**config.mk**
```make
export PLATFORM = sky130hd
export DESIGN_NAME = gbip_ctrl
export DESIGN_NICKNAME = d
export VERILOG_FILES = /design/src/design/gbip_pkg.sv /design/src/design/gbip_ctrl.sv
export SDC_FILE = /design/constraint.sdc
export NUM_CORES = 1
export LEC_CHECK = 0
export BUFFER_PORTS_ARGS = -buffer_cell sky130_fd_sc_hd__buf_2
export CAP_MARGIN = 20
export CORE_AREA = 2 2 39 41
export DETAILED_ROUTE_END_ITERATION = 7
export DIE_AREA = 0 0 41 43
export SLEW_MARGIN = 15
export SYNTH_ARGS = -nofsm -noshare
export SYNTH_HDL_FRONTEND = slang
export SYNTH_SLANG_ARGS = --single-unit
export TNS_END_PERCENT = 5
```
**constraint.sdc**
```tcl
create_clock -name clk_i -period 2.8 [get_ports clk_i]
set_clock_uncertainty 0.15 [all_clocks]
set_input_delay 0 -clock clk_i [delete_from_list [all_inputs] [get_ports clk_i]]
set_output_delay 0 -clock clk_i [all_outputs]
set_load 0.02 [all_outputs]
```
**src/design/gbip_pkg.sv**
```systemverilog
`timescale 1ns / 1ps
`default_nettype none
// ----------------------------------------------------------------------------
// gbip_pkg
// Shared constants and types for the GF(2) block inner product.
// ----------------------------------------------------------------------------
package gbip_pkg;

  // Rows of the block (and bits used in each row), 8 to 64.
  localparam int unsigned BlockWidth = 64;
  // Width of the row fields on the ports.
  localparam int unsigned RowW       = 64;
  // Width of the product index port.
  localparam int unsigned IndexW     = 6;
  // Width of the drain counter.
  localparam int unsigned IdxW       = $clog2(BlockWidth);

  typedef enum logic [0:0] {
    ST_ACCUM = 1'b0,
    ST_DRAIN = 1'b1
  } state_e;

  // Controls broadcast from the sequencer to every cell.
  typedef struct packed {
    logic acc_en;    // XOR the right row in where the cell's left bit is set
    logic shift_en;  // take the neighbor's row
  } cell_ctrl_t;

endpackage
`default_nettype wire

```
**src/design/gbip_ctrl.sv**
```systemverilog
`timescale 1ns / 1ps
`default_nettype none
// ----------------------------------------------------------------------------
// gbip_ctrl
// Sequencer: accumulates row pairs, then drains the product rows out of
// the cell chain one per cycle.
// ----------------------------------------------------------------------------
module gbip_ctrl (
  input  wire logic                          clk_i,
  input  wire logic                          rst_ni,
  input  wire logic                          start_i,
  input  wire logic                          last_row_i,
  output logic                               busy_o,
  output gbip_pkg::cell_ctrl_t               ctrl_o,
  output logic                               valid_o,
  output logic [gbip_pkg::IdxW-1:0]          index_o,
  output logic                               final_o
);

  gbip_pkg::state_e state_q, state_d;
  logic [gbip_pkg::IdxW-1:0] cnt_q, cnt_d;
  logic accept;
  logic cnt_end;

  assign accept  = start_i && (state_q == gbip_pkg::ST_ACCUM);
  assign cnt_end = (cnt_q == gbip_pkg::IdxW'(gbip_pkg::BlockWidth - 1));

  // Next state
  always_comb begin
    state_d = state_q;
    cnt_d   = cnt_q;
    case (state_q)
      gbip_pkg::ST_ACCUM: begin
        cnt_d = '0;
        if (accept && last_row_i) begin
          state_d = gbip_pkg::ST_DRAIN;
        end
      end
      gbip_pkg::ST_DRAIN: begin
        cnt_d = cnt_q + 1'b1;
        if (cnt_end) begin
          state_d = gbip_pkg::ST_ACCUM;
          cnt_d   = '0;
        end
      end
      default: begin
        state_d = gbip_pkg::ST_ACCUM;
        cnt_d   = '0;
      end
    endcase
  end

  // Outputs
  always_comb begin
    busy_o          = 1'b0;
    valid_o         = 1'b0;
    final_o         = 1'b0;
    ctrl_o.acc_en   = 1'b0;
    ctrl_o.shift_en = 1'b0;
    case (state_q)
      gbip_pkg::ST_ACCUM: begin
        ctrl_o.acc_en = accept;
      end
      gbip_pkg::ST_DRAIN: begin
        busy_o          = 1'b1;
        valid_o         = 1'b1;
        final_o         = cnt_end;
        // advance the chain; zeros enter at the far end and clear it
        ctrl_o.shift_en = 1'b1;
      end
      default: begin
        busy_o = 1'b0;
      end
    endcase
  end

  assign index_o = cnt_q;

  always_ff @(posedge clk_i or negedge rst_ni) begin
    if (!rst_ni) begin
      state_q <= gbip_pkg::ST_ACCUM;
      cnt_q   <= '0;
    end else begin
      state_q <= state_d;
      cnt_q   <= cnt_d;
    end
  end

  a_valid_busy: assert property (@(posedge clk_i) disable iff (!rst_ni)
    valid_o |-> busy_o)
    else $error("result strobe outside drain");

  a_first_index: assert property (@(posedge clk_i) disable iff (!rst_ni)
    $rose(valid_o) |-> (index_o == '0))
    else $error("drain does not start at row zero");

  a_final_ends: assert property (@(posedge clk_i) disable iff (!rst_ni)
    final_o |=> !busy_o)
    else $error("drain continues past the final row");

  a_last_starts: assert property (@(posedge clk_i) disable iff (!rst_ni)
    (accept && last_row_i) |=> (valid_o && index_o == '0))
    else $error("last transfer did not start the drain");

endmodule
`default_nettype wire

```
[Word level (Yosys, flattened, before mapping)]
Cells that the tools add are included.
Word-level totals
  flip-flop bits (word level): 7
  bits in latches: 0
  bits in writable memories: 0
  ROM bits: 0
  output and inout bits: 11
  word-level logic and storage cells: 15
  memories: 0
Cells by class
  add/sub/neg operators: 1
  multiply operators: 0
  divide/modulo/power cells: 0
  $lt $le $gt $ge: 0
  eq/ne operators: 1
  shifts and indexed selects: 0
  muxes and demuxes: 8
  bitwise operators: 1
  reductions and logical operators: 2
Operator list (number)
  6-bit case mux with 2 select lines: 1
  6-bit by 1-bit adder with 6-bit output (second input constant): 1
  6-bit == test (second input constant): 1
  6-bit 2-to-1 mux: 1
  1-bit 2-to-1 mux: 5
  1-bit logical AND: 2
  1-bit case mux with 2 select lines: 1
  1-bit NOT: 1

[Depth between registers and ports, before layout]
  depth in word-level cells: 5
  depth in mapped cells: 4
  mapped depth without buffers: 4

[Worst setup path before layout]
No wires, ideal clock.
  kind: register -> register
  from: register cnt_q, in the netlist index_o[0]
  to: register cnt_q, in the netlist index_o[3]
  arrival time: 1.200 ns
  setup slack: 1.316 ns
  stages on the path, launching flop included: 5
  path buffers: 0
  path through: dfrtp_1 -> ha_1 -> nand3_1 -> o21ai_0 -> nor2_1
Between the ends
  word-level cells in the longest chain between the ends: 3
Ends and longest elaborated chain
  start: declaration: RTL line gbip_ctrl.sv:21  | logic [gbip_pkg::IdxW-1:0] cnt_q, cnt_d;
  start signal: assignment: RTL line gbip_ctrl.sv:85  | cnt_q <= cnt_d;
  6-bit by 1-bit adder with 6-bit output / 6-bit == test (equally long branches): RTL line gbip_ctrl.sv:40, gbip_ctrl.sv:26
  6-bit 2-to-1 mux (*): RTL line gbip_ctrl.sv:41  | if (cnt_end) begin
  6-bit case mux with 2 select lines (*): RTL line gbip_ctrl.sv:32  | case (state_q)
  via cnt_d (one bit): RTL line gbip_ctrl.sv:21
Mark *: on every way through the listed nets, which the timed path passes. The rest lies on a longest branch.

[Worst setup path after layout]
  from: register cnt_q, in the netlist index_o[0]
  to: register state_q
Between the ends
  word-level cells in the longest chain between the ends: 3
Ends and longest elaborated chain
  6-bit == test: RTL line gbip_ctrl.sv:26  | assign cnt_end = (cnt_q == gbip_pkg::IdxW'(gbip_pkg::BlockWidth - 1));
  1-bit 2-to-1 mux: RTL line gbip_ctrl.sv:41
  1-bit case mux with 2 select lines: RTL line gbip_ctrl.sv:32
  via state_d: RTL line gbip_ctrl.sv:20  | gbip_pkg::state_e state_q, state_d;
  end signal: assignment: RTL line gbip_ctrl.sv:81  | state_q <= gbip_pkg::ST_ACCUM;
  end signal: assignment: RTL line gbip_ctrl.sv:84  | state_q <= state_d;
  end: declaration: RTL line gbip_ctrl.sv:20
The timed path passes the listed nets, and every way through them passes these cells.

==> summary.txt <==
Outcome
  – Status: finished clean

Global route
  – Met3 global-route usage: 0.0942
  – All-Layer GR Usage: 0.103
  – GRT Max-Usage Layer: met2
  – Initial antenna violation count: 0
  – Wire length of the first global-routing pass: 1100 um
  – GR Layer Usage met2: 0.156
  – Largest net degree at the start of global routing: 8
  – Total grt overflow: 0
  – Vias in the first global route: 270
  – Met1 GRT Util: 0.0912

STA
  – F_max: 0.659 GHz
  – Setup violators final: 0
  – Worst Tran Pin Value: 460 ps
  – Tmin final: 1520 ps
  – Max-slew headroom: 0.690
  – Crit share post-route: 0.542
  – Unrepaired setup endpoints after global routing: false
  – Fin Setup TNS: 0 ps
  – Final Hold Fails: 0
  – Worst hold margin: 229 ps
  – Final slew viol count: 0

Floorplanning
  – Total die area: 1760 um^2
  – DIE HEIGHT: 43 um
  – Die Wd: 41 um
  – Cell row count: 14
  – Placeable Area: 1380 um^2
  – Initial Utilization: 0.237
  – IO Count: 15

Route
  – DRT Pass-1 Iters: 4
  – DR iter-0 viols: 6
  – Routed wire length: 708 um
  – DRC viols: 0
  – Routed vias: 289
  – Via-to-Cell Ratio: 4.13
  – Final ANT Viol Nets: 0
  – Wire length per cell: 10.1 um

Synthesis
  – #FFs+latches synth: 7
  – Post-Synthesis Cells: 34
  – Yosys cell types: 15
  – Sequential share of the synthesized area: 0.534
  – Yosys Warn Count: 0
  – Syn avg cell area: 9.64 um^2
  – Total nets after synthesis: 39
  – Netlist Area Pre-Place: 328 um^2

Clock tree
  – CTS Sinks: 7
  – Clock transition at the registers of the reported paths: 50 ps
  – Skew-Pair Late Insertion Delay: 260 ps
  – CTS Hold Bufs: 4
  – CTS resizes: 0
  – Clock buffer count from CTS: 3
  – H-tree levels: 1
  – TritonCTS clock tree: built
  – Postcts setup bufs: 0
  – Clk root buf: clkbuf_4
  – Clock Path Buffers: 2

Finish
  – ANT cells: 0
  – Most frequent cells in the layout: buf_2, dfrtp_1, nor2_1, nand2_1, dlygate4sd3_1
  – Nets: 60
  – Most common cell after layout, fill and taps aside: buf_2
  – # fillers: 150
  – Synth-to-Final Area Change: 43.1%
  – Ratio of cells with drive above 1 in the final layout: 0.333

Setup path
  – Startpoint class of the critical path: flop
  – Crit. End Element: flop
  – Crit path required time: 2760 ps
  – Arrival @ worst endpoint: 1480 ps
  – Reg-to-reg slack, setup: 1280 ps
  – Type of the worst setup path: reg2reg
  – Reg-to-Reg Start: index_o[0]
  – Crit Path Max Fanout: 4
  – FF-to-FF path depth: 4
  – FF-to-FF End: state_q

Run
  – Total of max-cap violations: 0

Pwr
  – Max VDD drop: 0.000196 V
  – Leakage: 0.227 nW
  – PwrDens: 429 nW/um^2

Worst hold path
  – WHS Path Cells: 3
  – Hold_sp: start_i
  – Hold path endpoint: ctrl_o[1]
  – Worst min-delay path class: in2out

Place
  – Detailed placement HPWL: 485 um
  – Placer Congestion: 0.715
  – Port-buffer cells: 14
## stage by stage
stage               area (um^2)   util  setup WS [ps]  power, mW  std cells
CTS                         469  0.339           1270      0.206         70
floorplan                   328      -           1320      0.103         34
detailed placement          403  0.291           1270      0.107         62
finish                      469  0.339           1280      0.201         70
global placement            403  0.291           1310      0.107         62
global route                469  0.339           1150      0.214         70
## flip-flops by register name (all words and copies together) (netlist names)
signal   flops
index_o      6
state_q      1
## power by group
| part | switching, mW | internal, mW |
|---|---|---|
| registers | 0 | 0.101 |
| logic | 0.00273 | 0.00438 |
| clock network | 0.0382 | 0.0544 |
## worst max-delay path by stage
| stage | start | end | slack [ps] | cells past startpoint |
|---|---|---|---|---|
| floorplan | index_o[0] | index_o[3] | 1320 | 4 |
| global placement | index_o[0] | index_o[3] | 1310 | 4 |
| detailed placement | index_o[0] | state_q | 1270 | 4 |
| CTS | index_o[0] | state_q | 1270 | 4 |
| global route | index_o[0] | index_o[3] | 1150 | 4 |
| finish | index_o[0] | state_q | 1280 | 4 |
## Yosys cell counts
cell	instances	area (um^2)
a31oi_1	1	6.26
buf_4	2	15.0
dfrtp_1	7	175
ha_1	1	12.5
inv_1	2	7.51
nand2_1	5	18.8
nand3_1	3	15.0
nand3_2	1	10.0
nor2_1	5	18.8
nor2b_1	1	6.26
nor3_1	1	5.00
o21ai_0	1	5.00
or3_1	1	6.26
xnor2_1	1	8.76
xor2_1	2	17.5
## layout make-up
type | count | area (um^2) | share of cell area
clock buffers | 4 | 26.3 | 0.0560
flip-flops and latches | 7 | 175 | 0.373
repair buffers | 18 | 110 | 0.235
multi-input cells | 23 | 130 | 0.277
well taps | 16 | 20.0 | 0.0427
inverters | 2 | 7.51 | 0.0160
## metal layers
layer | share of wire | vias up
li1 | - | 148
met1 | 0.37 | 132
met2 | 0.54 | 9
met3 | 0.088 | 0
met4 | 0 | 0
met5 | 0 | -
## worst max-delay path, stage by stage, from the launching register on
cell and delay [ps]:
dfrtp_1 390, ha_1 240, nand3_1 110, o21ai_0 400
nand2_1 90
## kinds of logic (layout without fill, tap and decap cells)
group,count (synthesis),in the layout,synth area share
simple gates,17,17,0.244
flops,7,7,0.534
fa+ha+maj,1,1,0.0382
buf+inv,4,24,0.0687
compound gates,2,2,0.0343
xor+xnor,3,3,0.0802
(Power assumes the default switching activity.)
