<file path="src/design/gbip_pkg.sv">
`timescale 1ns / 1ps
`default_nettype none
// ----------------------------------------------------------------------------
// gbip_pkg
// Shared constants and types for the GF(2) block inner product.
// ----------------------------------------------------------------------------
package gbip_pkg;

  // Rows of the block (and bits used in each row), 8 to 64.
  localparam int unsigned BlockWidth = 64;
  // Width of the row fields on the ports.
  localparam int unsigned RowW       = 64;
  // Width of the product index port.
  localparam int unsigned IndexW     = 6;
  // Width of the drain counter.
  localparam int unsigned IdxW       = $clog2(BlockWidth);

  typedef enum logic [0:0] {
    ST_ACCUM = 1'b0,
    ST_DRAIN = 1'b1
  } state_e;

  // Controls broadcast from the sequencer to every cell.
  typedef struct packed {
    logic acc_en;    // XOR the right row in where the cell's left bit is set
    logic shift_en;  // take the neighbor's row
  } cell_ctrl_t;

endpackage
`default_nettype wire

</file>
<file path="src/design/gbip_cell.sv">
`timescale 1ns / 1ps
`default_nettype none
// ----------------------------------------------------------------------------
// gbip_cell
// One accumulator row: XOR-accumulates the right row while its left bit is
// set, and shifts toward row zero while the product drains.
// ----------------------------------------------------------------------------
module gbip_cell (
  input  wire logic                                clk_i,
  input  wire logic                                rst_ni,
  input  wire gbip_pkg::cell_ctrl_t                ctrl_i,
  input  wire logic                                sel_i,
  input  wire logic [gbip_pkg::BlockWidth-1:0]     right_i,
  input  wire logic [gbip_pkg::BlockWidth-1:0]     next_i,
  output logic      [gbip_pkg::BlockWidth-1:0]     row_o
);

  logic [gbip_pkg::BlockWidth-1:0] row_q, row_d;

  always_comb begin
    row_d = row_q;
    if (ctrl_i.shift_en) begin
      row_d = next_i;
    end else if (ctrl_i.acc_en && sel_i) begin
      row_d = row_q ^ right_i;
    end
  end

  always_ff @(posedge clk_i or negedge rst_ni) begin
    if (!rst_ni) begin
      row_q <= '0;
    end else begin
      row_q <= row_d;
    end
  end

  assign row_o = row_q;

endmodule
`default_nettype wire

</file>
<file path="config.mk">
export PLATFORM = sky130hd
export DESIGN_NAME = gbip_cell
export DESIGN_NICKNAME = d
export VERILOG_FILES = /design/src/design/gbip_pkg.sv /design/src/design/gbip_cell.sv
export SDC_FILE = /design/constraint.sdc
export NUM_CORES = 1
export LEC_CHECK = 0
export BUFFER_PORTS_ARGS = -buffer_cell sky130_fd_sc_hd__buf_2
export CAP_MARGIN = 15
export CORE_MARGIN = 3
export CORE_UTILIZATION = 44
export DETAILED_ROUTE_END_ITERATION = 6
export PLACE_DENSITY = 0.8
export SLEW_MARGIN = 20
export SYNTH_ARGS = -nofsm -noshare
export SYNTH_HDL_FRONTEND = slang
export SYNTH_SLANG_ARGS = --single-unit
</file>
<file path="constraint.sdc">
create_clock -name clk_i -period 0.98 [get_ports clk_i]
set_input_delay 0.049 -clock clk_i [delete_from_list [all_inputs] [get_ports clk_i]]
set_output_delay 0.049 -clock clk_i [all_outputs]
set_load 0.01 [all_outputs]
</file>
==> After elaboration in Yosys (flattened, before gate mapping) <==
Cells that the tools add are included.
{ "totals": {"n_memories": 0, "ramBits": 0, "rom_bits": 0, "word_cells": 6, "register_bits": 64, "latchBits": 0} }
{ "classes": {"n_shift": 0, "n_lt_le_gt_ge": 0, "div_mod_pow": 0, "mul": 0, "mux": 2, "n_eq_ne": 0, "addsub": 0, "n_bitwise": 1, "n_reduce_logical": 2} }
{ "op_table": {"columns": ["op", "n"], "rows": [
  ["$mux 64", 2],
  ["$xor 64x64->64", 1],
  ["$reduce_bool 2->1", 1],
  ["$logic_and 1x1->1", 1]
]} }

==> Depth between registers and ports, before layout <==
Gate-level depths: netlist of run 1.
{ "depth": {"word_depth": 3, "depth_mapped": 5} }

==> Worst setup path before layout of run 1 <==
OpenSTA, ideal clock, no wires.
{ "synth_timing": {"path_type": "register to register", "start": "register row_q, in the netlist row_o[6]", "end": "register row_q, in the netlist row_o[6]", "path_slack_ns": 0.213, "arrival_time_ns": 0.636, "stages_incl_launch_ff": 3, "period_less_slack_ns": 0.767, "t_required_ns": 0.849, "cell_sequence": "dfrtp_1 > xor2_1 > o21ai_2"} }
{ "synth_between": {"elab_chain_cells": 3} }
{ "synth_lines": {"columns": ["element", "line_no", "rtl"], "rows": [
  ["from (decl)", "gbip_cell.sv:18", "logic [gbip_pkg::BlockWidth-1:0] row_q, row_d;"],
  ["from (signal assigned)", "gbip_cell.sv:33", "row_q <= row_d;"],
  ["$xor 64x64->64", "gbip_cell.sv:25", "row_d = row_q ^ right_i;"],
  ["$mux 64", "gbip_cell.sv:24", "end else if (ctrl_i.acc_en && sel_i) begin"],
  ["$mux 64", "gbip_cell.sv:22", "if (ctrl_i.shift_en) begin"]
]} }
No other way between the ends. The select of a mux whose other input is x is not followed.
A chain may end at the register's enable or synchronous reset.

==> Worst setup path in the final report of run 1 <==
{ "layout_timing": {"start": "register row_q, in the netlist row_o[23]", "end": "output port row_o[23] in the netlist's numbering"} }
{ "layout_rtl": {"columns": ["element", "line_no", "rtl"], "rows": [
  ["to (decl)", "gbip_cell.sv:15", "output logic [gbip_pkg::BlockWidth-1:0] row_o"]
]} }
No word-level cell between the ends.

==> metrics.md, run 1 <==
| Metric | Value |
|---|---|
| Initial core utilization | 45.98% |
| Drt drc | 0 |
| Post-layout minimum cycle time | 0.9228 ns |
| Met3 GRT Util | 5.369% |
| WS Path Type | reg -> out |
| CP Launch Type | flip-flop |
| Detailed Route WL | 10.58 mm |
| Skew-Pair Late Insertion Delay | 0.31 ns |
| Delay-heaviest family, CP | flip-flops |
| CP peak stage delay | 0.41 ns |
| PortBufs | 196 |
| Net total in the final layout | 732 |
| Design Power | 6.962 mW |
| R2r setup slk | 0.15 ns |
| Clock-pin slew on the worst setup and hold paths | 0.07 ns |
| Number of flip-flops in the largest register | 64 |
| Synth Cell Area | 3388 um2 |
| Required time of the critical path | 0.93 ns |
| Worst setup margin | 0.05721 ns |
| Peak supply drop | 0.5936 mV |
| Worst EP arrival | 0.87 ns |
| Pre-CTS setup slack | 0.04206 ns |
| Synth unique cells | 12 |
| Share of layout cells above drive strength 1 | 40.13% |
| CP Capture Type | output port |
| Worst-path cell chain | buf_2 |
| CTS Sinks | 64 |
| Ports | 197 |
| Highest clock rate | 1084 MHz |
| Largest net degree at the start of global routing | 67 |
| Most used routing layer | met2 |
| Synthesized area per cell | 9.736 um2 |
| Pwr/cell area | 1329 nW/um2 |
| Total via count in the routed design | 3496 |
| Sequential area share after synthesis | 47.27% |
| Fin Hold WS | 0.08291 ns |
| Gr ovfl total | 0 |
| Non-Filler Instances | 703 |
| First-pass GRT wire length | 16.51 mm |
| Setup TNS | 0 ns |
| Commonest non-fill, non-tap cell in the layout | buf_2 |
| Leakage | 2.533 nW |
| Synth Register Bits | 64 |
| M2 GR Usage | 41.69% |
| Hold crit path type | in -> reg |
| Worst Max-Slew Pin Slew | 0.3490 ns |
| GRT Total Usage | 23.74% |
| Post-route ant nets | 0 |
| Design area | 5238 um2 |
| Relative slew slack | 76.73% |
| Crit-path slowest cell | dfrtp_1 |
| Avg WL per Cell | 15.05 um |
| Worst-path fanout max | 2 |
| Final Hold Fails | 0 |
| Ys Warns | 0 |
| Crit share post-route | 94.16% |
| CTS max path bufs | 2 |
| Commonest non-fill, non-tap cells in the layout | 195 x buf_2, 65 x dlygate4sd3_1, 64 x xor2_1, 64 x nand2_1, 64 x dfrtp_1 |
| Die Y | 93.75 um |
| Unrepaired setup endpoints after global routing | no |
| H-tree Lvls | 3 |
| Status | finished, final reports clean |
| Initial antenna violation count | 0 |
| First DRT Iteration DRCs | 150 |
| Pins Over Slew Limit | 0 |
| Placed cell count | 622 |
| Number of global-route vias before repair | 3526 |
| Die width | 93.75 um |
| CTS tree | done |
| Post-Syn Nets | 481 |
| Layout Utilization | 71.07% |
| Area grow syn2layout | 54.58% |
| # setup viols final | 0 |
| Gpl congestion | 0.7553 |
| Met1 GRT Util | 27.71% |
| Pre-antenna DRT Iters | 4 |
| Via-per-instance ratio | 4.973 |
| Post-Synthesis Cells | 348 |
| Total CTS buffers | 9 |
| Core area | 7370 um2 |
| CP bufs+invs | 1 |
| Max-capacitance violation count | 0 |
| Final-layout fill cell count | 538 |
| CTS root buffer | clkbuf_8 |
| Die area | 8789 um2 |
| Fin Clk Skew | 0 ns |
| Std cell rows | 31 |
| Post-detail-place hpwl | 6.695 mm |
| Post-DP Area | 4412 um2 |
cell type report:
cell class	count	area (um2)	share of cell area, %
tap	99	123.9	2.365
sequential	64	1602	30.58
timing repair buffer	268	1774	33.87
clock inverter	3	17.52	0.3344
clock buffer	12	155.1	2.962
multi-input combinational	256	1563	29.84
antenna	1	2.502	0.04778
synthesized netlist by cell type:
cell type | instances | area share, %
nand2_1 | 64 | 7.1
buf_8 | 3 | 1.3
xor2_1 | 64 | 17
o21ai_1 | 57 | 8.4
clkbuf_1 | 12 | 1.3
buf_6 | 11 | 3.7
nand3_1 | 42 | 6.2
o21ai_0 | 4 | 0.59
buf_2 | 2 | 0.30
nand3_2 | 22 | 6.5
o21ai_2 | 3 | 0.78
dfrtp_1 | 64 | 47
routing by layer:
metal  wire length, um  part of all wire, %  up-vias
met1              4038                   38     1635
li1                  -                    -     1659
met3               789                  7.5       24
met4               252                  2.4        0
met5                 0                    0        -
met2              5499                   52      178
power breakdown:
group	switching (mW)	total, mW	internal (mW)
clock	0.936	1.97	1.04
sequential	0.227	3.17	2.94
combinational	0.910	1.82	0.913
kinds of logic (layout without fill, tap and decap cells):
logic type	count (synthesis)	in the layout	synth area share, %
buffers and inverters	28	283	6.610
AO/OA/AOI/OAI	64	64	9.786
AND/OR/NAND/NOR	128	128	19.79
other	0	1	0
XOR/XNOR	64	64	16.54
flip-flops	64	64	47.27
what timing repair did:
item	CTS	global route
hold endpoints to repair	128	0
buffers inserted	0	0
hold buffers	65	0
resized for setup	0	0
worst paths after layout:
kind | start | to | cells after the start
max | row_o[23] | row_o[23] | 1
min | right_i[7] | row_o[7] | 4
max reg2reg | row_o[23] | row_o[23] | 2
min reg2reg | row_o[25] | row_o[25] | 2
max in group asynchronous | rst_ni | row_o[49] | 3
min in group asynchronous | rst_ni | row_o[13] | 3
Note: power is estimated with default switching activity, not from simulation.
==> inputs of run 2 (changes only) <==
--- a/config.mk
+++ b/config.mk
@@ -7,6 +7,7 @@
 export LEC_CHECK = 0
 export BUFFER_PORTS_ARGS = -buffer_cell sky130_fd_sc_hd__buf_2
 export CAP_MARGIN = 15
+export CORE_ASPECT_RATIO = 1.4
 export CORE_MARGIN = 3
 export CORE_UTILIZATION = 44
 export DETAILED_ROUTE_END_ITERATION = 6
==> metrics.md, run 2 (synthesis gave the netlist of run 1 again) <==
| Metric | Value |
|---|---|
| Status | finished, final reports clean (unchanged) |
| Fin Hold WS | 0.07849 ns (was 0.08291 ns) |
| CTS root buffer | clkbuf_8 (unchanged) |
| Skew-Pair Late Insertion Delay | 0.32 ns (was 0.31 ns) |
| Initial antenna violation count | 0 (unchanged) |
| Fin Clk Skew | 0 ns (unchanged) |
| Max-capacitance violation count | 0 (unchanged) |
| Gr ovfl total | 0 (unchanged) |
| Clock-pin slew on the worst setup and hold paths | 0.06 ns (was 0.07 ns) |
| Gpl congestion | 0.7317 (was 0.7553) |
| Total CTS buffers | 9 (unchanged) |
| Delay-heaviest family, CP | flip-flops (unchanged) |
| Pwr/cell area | 1328 nW/um2 (was 1329 nW/um2) |
| Final Hold Fails | 0 (unchanged) |
| Crit share post-route | 94.65% (was 94.16%) |
| Detailed Route WL | 10.52 mm (was 10.58 mm) |
| Die area | 8805 um2 (was 8789 um2) |
| Share of layout cells above drive strength 1 | 40.07% (was 40.13%) |
| R2r setup slk | 0.15 ns (about the same) |
| Core area | 7407 um2 (was 7370 um2) |
| Via-per-instance ratio | 5.030 (was 4.973) |
| Net total in the final layout | 734 (was 732) |
| CTS Sinks | 64 (unchanged) |
| RR Startpoint | row_o[61] (was row_o[23]) |
| Worst-path fanout max | 2 (unchanged) |
| Pins Over Slew Limit | 0 (unchanged) |
| # setup viols final | 0 (unchanged) |
| Std cell rows | 37 (was 31) |
| Ports | 197 (unchanged) |
| Reg2Reg Depth | 2 (unchanged) |
| Hold Path End | row_o[0] (was row_o[7]) |
| CP bufs+invs | 1 (unchanged) |
| Non-Filler Instances | 701 (was 703) |
| Total via count in the routed design | 3526 (was 3496) |
| Die width | 80.17 um (was 93.75 um) |
| Number of global-route vias before repair | 3753 (was 3526) |
| Worst-path cell chain | buf_2 (unchanged) |
| Largest net degree at the start of global routing | 71 (was 67) |
| H-tree Lvls | 3 (unchanged) |
| CTS tree | done (unchanged) |
| Pre-antenna DRT Iters | 4 (unchanged) |
| First DRT Iteration DRCs | 219 (was 150) |
| Leakage | 2.543 nW (was 2.533 nW) |
| Worst flop-to-flop path endpoint | row_o[61] (was row_o[23]) |
| CP Capture Type | output port (unchanged) |
| Commonest non-fill, non-tap cell in the layout | buf_2 (unchanged) |
| Required time of the critical path | 0.93 ns (about the same) |
| Peak supply drop | 1.019 mV (was 0.5936 mV) |
| WS Path Type | reg -> out (unchanged) |
| CP peak stage delay | 0.41 ns (about the same) |
| Area grow syn2layout | 54.87% (was 54.58%) |
| Commonest non-fill, non-tap cells in the layout | 195 x buf_2, 65 x dlygate4sd3_1, 64 x xor2_1, 64 x nand2_1, 64 x dfrtp_1 (unchanged) |
| Avg WL per Cell | 15.00 um (was 15.05 um) |
| Hold crit path type | in -> reg (unchanged) |
| Highest clock rate | 1078 MHz (was 1084 MHz) |
| Number of flip-flops in the largest register | 64 (unchanged) |
| CTS max path bufs | 2 (unchanged) |
| Drt drc | 0 (unchanged) |
| Design Power | 6.966 mW (was 6.962 mW) |
| Min-delay src | right_i[0] (was right_i[7]) |
| Initial core utilization | 45.74% (was 45.98%) |
| Die Y | 109.8 um (was 93.75 um) |
| Worst EP arrival | 0.88 ns (was 0.87 ns) |
| N_diodes | 0 (was 1) |
| Post-layout minimum cycle time | 0.9276 ns (was 0.9228 ns) |
| GRT Total Usage | 24.27% (was 23.74%) |
| Post-route ant nets | 0 (unchanged) |
| PortBufs | 196 (unchanged) |
| Crit-path slowest cell | dfrtp_1 (unchanged) |
| Post-detail-place hpwl | 6.765 mm (was 6.695 mm) |
| First-pass GRT wire length | 16.73 mm (was 16.51 mm) |
| Final-layout fill cell count | 554 (was 538) |
| Cts repair resizes | 0 (unchanged) |
| WHS Path Cells | 4 (unchanged) |
| Placed cell count | 622 (unchanged) |
| CP Launch Type | flip-flop (unchanged) |
| Worst Max-Slew Pin Slew | 0.4300 ns (was 0.3490 ns) |
| Relative slew slack | 71.33% (was 76.73%) |
| Unrepaired setup endpoints after global routing | no (unchanged) |
==> run 2: what timing repair did <==
| action | 4_1_cts | 5_1_grt |
|---|---|---|
| setup buffers | 0 | 0 |
| hold buffers | 65 | 0 |
| hold endpoints to repair | 128 | 0 |
==> run 2: stage by stage <==
step	utilization (%)	area [um2]	TNS, ns	setup WS (ns)
4_1_cts	70.84	5248	0	0.02632
3_5_place_dp	59.73	4424	-0.04189	-0.04189
2_1_floorplan	-	3388	0	0.2131
6_report	70.84	5248	0	0.05242
3_3_place_gp	59.73	4424	0	0.07337
5_1_grt	70.84	5248	0	0.009378
==> run 2: area by class of cell <==
class / count / area, um2 / area share, %
repair buffers: 270 / 1789 / 34.10
multi-input cells: 256 / 1563 / 29.78
clock buffers: 14 / 172.7 / 3.290
well taps: 97 / 121.4 / 2.313
flip-flops and latches: 64 / 1602 / 30.52
==> run 2: worst max path at each step <==
stage                         start   endpoint  slack, ns  cells after the start
after floorplan            row_o[6]   row_o[6]       0.21                      2
after global placement    ctrl_i[1]  row_o[21]       0.07                      5
after detailed placement      sel_i  row_o[61]      -0.04                      5
after CTS                 row_o[31]  row_o[31]       0.03                      1
after global routing      row_o[11]  row_o[11]      0.009                      1
final                      row_o[4]   row_o[4]       0.05                      1
==> run 2: power breakdown <==
part | switching [mW] | internal [mW] | total, mW
Clock | 0.875 | 1.10 | 1.98
Combinational | 0.911 | 0.918 | 1.83
Sequential | 0.219 | 2.94 | 3.16
==> run 2: per-layer routing <==
layer	vias to the layer above	track usage, %	wire [um]
met3	48	4.672	713
met4	0	15.10	453
met2	187	42.36	5447
met5	-	0	0
met1	1633	26.84	3902
li1	1658	-	-
